$ cat src/salc_ram.sv
module salc_ram #(
  parameter int WIDTH = 8,
  parameter int DEPTH = 64
) (
  input  logic                                   clk_i,
  input  logic                                   wr_en_i,
  input  logic [(DEPTH > 1 ? $clog2(DEPTH) : 1)-1:0] wr_addr_i,
  input  logic [WIDTH-1:0]                       wr_data_i,
  input  logic                                   rd_en_i,
  input  logic [(DEPTH > 1 ? $clog2(DEPTH) : 1)-1:0] rd_addr_i,
  output logic [WIDTH-1:0]                       rd_data_o
);

  logic [WIDTH-1:0] mem_q [DEPTH];
  logic [WIDTH-1:0] rd_data_q;

  // Single write port and one registered read port.
  always_ff @(posedge clk_i) begin
    if (wr_en_i) begin
      mem_q[wr_addr_i] <= wr_data_i;
    end
    if (rd_en_i) begin
      rd_data_q <= mem_q[rd_addr_i];
    end
  end

  assign rd_data_o = rd_data_q;

endmodule

$ cat config.mk
export PLATFORM = sky130hd
export DESIGN_NAME = salc_ram
export DESIGN_NICKNAME = d
export VERILOG_FILES = /design/src/salc_ram.sv
export SDC_FILE = /design/constraint.sdc
export NUM_CORES = 1
export LEC_CHECK = 0
export ABC_AREA = 1
export BUFFER_PORTS_ARGS = -buffer_cell sky130_fd_sc_hd__clkbuf_2
export CORE_MARGIN = 4
export CORE_UTILIZATION = 63
export DETAILED_ROUTE_END_ITERATION = 10
export PLACE_DENSITY = 0.85
export SLEW_MARGIN = 25
export SYNTH_ARGS = -nofsm -noshare
export SYNTH_HDL_FRONTEND = slang
export SYNTH_SLANG_ARGS = --single-unit
$ cat constraint.sdc
create_clock -name clk_i -period 2.97 [get_ports clk_i]
set_clock_uncertainty 0.2 [all_clocks]
set_input_delay 0.297 -clock clk_i [delete_from_list [all_inputs] [get_ports clk_i]]
set_output_delay 0.297 -clock clk_i [all_outputs]
set_load 0.1 [all_outputs]
# After elaboration in Yosys (flattened, before gate mapping)

Memory sizes are Yosys's and may differ from the RTL's. A register that Yosys moved wholly into a read port is not among the register bits.
Index checks and enable logic that the tools add are counted.

Register bits after elaboration: 0
RAM bits: 512
Bits of input ports: 23
Output and inout port bits: 8
Logic and storage cells: 3
Memories: 1

Multiplexer cells: 2

Memories:

| memory | depth | bits a word | rd ports | clocked after Yosys merged registers in | wr ports | line | source |
|---|---|---|---|---|---|---|---|
| mem_q  | 64    | 8           | 1        | 1                                       | 1        | 14   | `logic [WIDTH-1:0] mem_q [DEPTH];` |

Operators by type and width:

| kind    | count |
|---|---|
| $mux W1 | 2 |

# Depth between registers and ports, before layout

Depth in word-level cells: 2
Mapped depth: 12
Mapped depth without buffers: 9

# Least setup slack after synthesis

OpenSTA, ideal clock, no wires.

Kind: input-to-reg
Start point: input wr_en_i
End point: memory mem_q[48][0], enable pin
Arrival time: 1,668 ps
Data required time: 2,375 ps
Path slack: 707 ps
Stages on the path: 3
Cells stage by stage: clkbuf_1 -> nand4_1 -> nor4_1

Longest elaborated chain between the ends: 2

RTL lines:

| element                       | line | source |
|---|---|---|
| start: declaration            | 6    | `input logic wr_en_i,` |
| $mux W1                       | 19   | `if (wr_en_i) begin` |
| $mux W1 (implied by the code) | 20   | `mem_q[wr_addr_i] <= wr_data_i;` |
| end: declaration              | 14   |  |

Every way passes these cells.

# Worst setup path in the final report

Start point: input wr_addr_i[0] in the netlist's numbering
End point: memory mem_q[4][4], enable pin

RTL lines:

| element            | line | source |
|---|---|---|
| start: declaration | 7    | `input logic [(DEPTH > 1 ? $clog2(DEPTH) : 1)-1:0] wr_addr_i,` |

No word-level cell before the write port.

==> metrics.md <==
| Metric | Value |
|---|---|
| PostCTS Resize Cnt | 0 |
| Commonest non-fill, non-tap cell in the layout | nand2_1 |
| Register bit count reported by yosys | 520 |
| VDD IR max | approximately 0.41 mV |
| Combinational share of power | 0.068 |
| Area Growth Syn to Fin | 10.02% |
| Largest net degree at the start of global routing | roughly 150 |
| CTS tree | done |
| Cell Area, Synth | around 21,000 sq um |
| Die W | 192.4 um |
| Post-synthesis net count | approximately 1,800 |
| Syn Inst Count | ~1,800 |
| Post-Synth Simple-Gate Area | 0.2309 |
| Post-Route Setup TNS | 0 ns |
| RSZ-0062 raised after global routing | no |
| PwrDens | between 600 and 700 nW/um^2 |
| Clk pwr share | 0.386 |
| Switch share | 0.2197 |
| Via density | slightly above 6 |
| First-pass GRT wire length | 78,550 um |
| H-tree Lvls | 2 |
| Fin crit share | 0.7572 |
| Routed length per instance | ~22 um |
| Register area share after synthesis | 0.7290 |
| Root Buffer Master | clkbuf_16 |
| CP startpoint kind | input port |
| CP max FO | 9 |
| Seq pwr share | 0.547 |
| Drt pass-1 iters | 6 |
| Worst setup EP type | register |
| Yosys cell types | 15 |
| Synth top area share | 0.7290 |
| Top delay family on crit path | simple AND/OR/NAND/NOR gates |
| Max Fclk | ~0.44 GHz |
| Final Slew Violations | 0 |
| CTS Buf Count | 48 |
| I/O pin cnt | 31 |
| Status | complete, no violations |
| Slowest-stage cell, CP | nor2_1 |
| Detail Route Antenna Nets | 0 |
| Max Buffers Root-to-Sink | 3 |
| Worst skew pair latency | ~0.56 ns |
| Layout Nets | 1,887 |
| Total Power | about 0.015 W |
| Hold Crit Class | input port to register |
| Via count | ~14,000 |
| Port Buffer Count | 30 |
| Commonest non-fill, non-tap cells in the layout | nand2_1 (648), edfxtp_1 (520), nand3_1 (439) |
| Total gr overflow | 0 |
| Compound-gate portion of the synthesized area | 0 |
| CP peak stage delay | 0.85 ns |
| WP data required | roughly 3.0 ns |
| Crit path time final | 2.249 ns |
| Post-synthesis adder-cell area fraction | 0 |
| Post-DP HPWL | ~30,000 um |
| Critical path arrival | 2.23 ns |
| # setup viols final | 0 |
| Synth Area in XOR/XNOR | 0 |
| DRC violations left | 0 |
| Sw Pwr | between 0.003 and 0.004 W |
| Starting DRT DRC Count | approximately 2,200 |
| Clock slew at reported path FFs | 0.06 ns |
| Sink Count | 520 |
| Initial Util | 0.6388 |
| Ranking of synthesized cells by area | edfxtp_1 (73%), nand2_1 (11%), nand3_1 (10%), buf_6 (1.8%), nor2_1 (0.98%) |
| Core area | between 30,000 and 40,000 sq um |
| Area leader, netlist | edfxtp_1 |
| Number of global-route vias before repair | 13,858 |
| Maxcap violations | 0 |
| YS warnings | 0 |
| Critical path cell sequence | clkbuf_2, inv_1, nand4_1, nor2_1 |
| Internal | roughly 0.012 W |
| Initial antenna violation count | 0 |
| Slew headroom | 0.3718 |
| Final Hold Vio Count | 0 |
| Fraction of synthesized area in multiplexers | 0 |
| Post-Route WL | between 50,000 and 60,000 um |
| Die extent in y | about 190 um |
| Rows | 67 |
| Die area | approximately 37,000 sq um |
| Syn Area/Cell | 11.87 sq um |
| GRT Resource Usage Total | 0.2791 |
| Gp weighted congestion | between 0.9 and 1 |
| LEAKAGE | between 8 and 9 nW |
| Kind of critical path | input port to register |
| Proportion of layout cells with a drive suffix above 1 | 0.09694 |
| WP buf/inv | 2 |
| Worst-margin pin slew | 0.9395 ns |
| Largest family of logic cells by synthesized area | simple AND/OR/NAND/NOR gates |
-- worst paths after layout --
| kind | from | cells after the start | slack [ns] | end |
|---|---|---|---|---|
| setup / recovery | wr_addr_i[0] | 4 | 0.72 | mem_q[4][4] |
| hold / removal | rd_addr_i[5] | 3 | 0.06 | rd_data_o[4] |
| setup reg to reg | mem_q[61][0] | 8 | 1.27 | rd_data_o[0] |
| hold reg to reg | mem_q[6][7] | 8 | 0.70 | rd_data_o[7] |
-- logic make-up after synthesis --
group	after synthesis
flops	520
buf+inv	125
simple gates	1160
-- area by class of cell --
cell class                 instances  area [sq um]
antenna                            1         2.502
clock buffer                      61          1271
clock inverter                    23         175.2
fill                            2122          9967
inverter                          12         52.55
multi-input combinational       1160          4946
sequential                       520         15620
tap                              448         560.5
timing repair buffer             122         942.2
-- power by group through the flow --
stage / clock network (W) / logic, W / registers (W)
finish: 0.00575 / 0.00101 / 0.00816
global route: 0.00610 / 0.00109 / 0.00816
CTS: 0.00578 / 0.000990 / 0.00816
detailed placement: 0 / 0.000981 / 0.00831
global placement: 0 / 0.000955 / 0.00831
floorplan: 0 / 0.000571 / 0.00838
-- worst min-delay path, delay by kind of cell --
family,cells,cell delay [ns]
simple gates,2,0.21
buf+inv,1,0.19
-- cells in the mapped netlist --
cell and count:
buf_2 37, nand4_1 9, inv_2 1, edfxtp_1 520, clkbuf_1 15, buf_6 35
nor4_1 8, buf_8 2, inv_6 1, nor2_1 56, buf_4 14, nand3_1 439
buf_1 10, nand2_1 648, inv_1 10
-- sequential cells by signal, indices dropped and copies added (netlist names) --
| signal | count |
|---|---|
| rd_data_o | 8 |
| mem_q | 512 |
-- layer usage --
layer  global-route usage  share of wire  vias to the layer above
li1                     -              -                     6460
met1               0.3908           0.36                     6857
met2               0.4499           0.49                     1000
met3              0.05011           0.12                      138
met4              0.09627          0.034                        0
met5                    0              0                        -
-- timing repair --
item | in CTS | in global routing
endpoints found under the hold margin | 8 | 0
buffers inserted | 0 | 0
hold buffers | 1 | 0
-- per-stage QoR --
| stage | instance area [sq um] | cells | setup WS [ns] | utilization | hold slack [ns] |
|---|---|---|---|---|---|
| floorplan | 21420 | 1805 | 0.7069 | - | 0.1959 |
| global placement | 22100 | 2261 | 0.3241 | 0.6592 | 0.4943 |
| detailed placement | 22100 | 2261 | 0.2546 | 0.6592 | 0.4952 |
| CTS | 23560 | 2346 | 0.8368 | 0.7026 | 0.02874 |
| global route | 23560 | 2346 | 0.6862 | 0.7027 | 0.07476 |
| finish | 23570 | 2347 | 0.7211 | 0.7028 | 0.05876 |
Power figures use the tool's default switching activity.
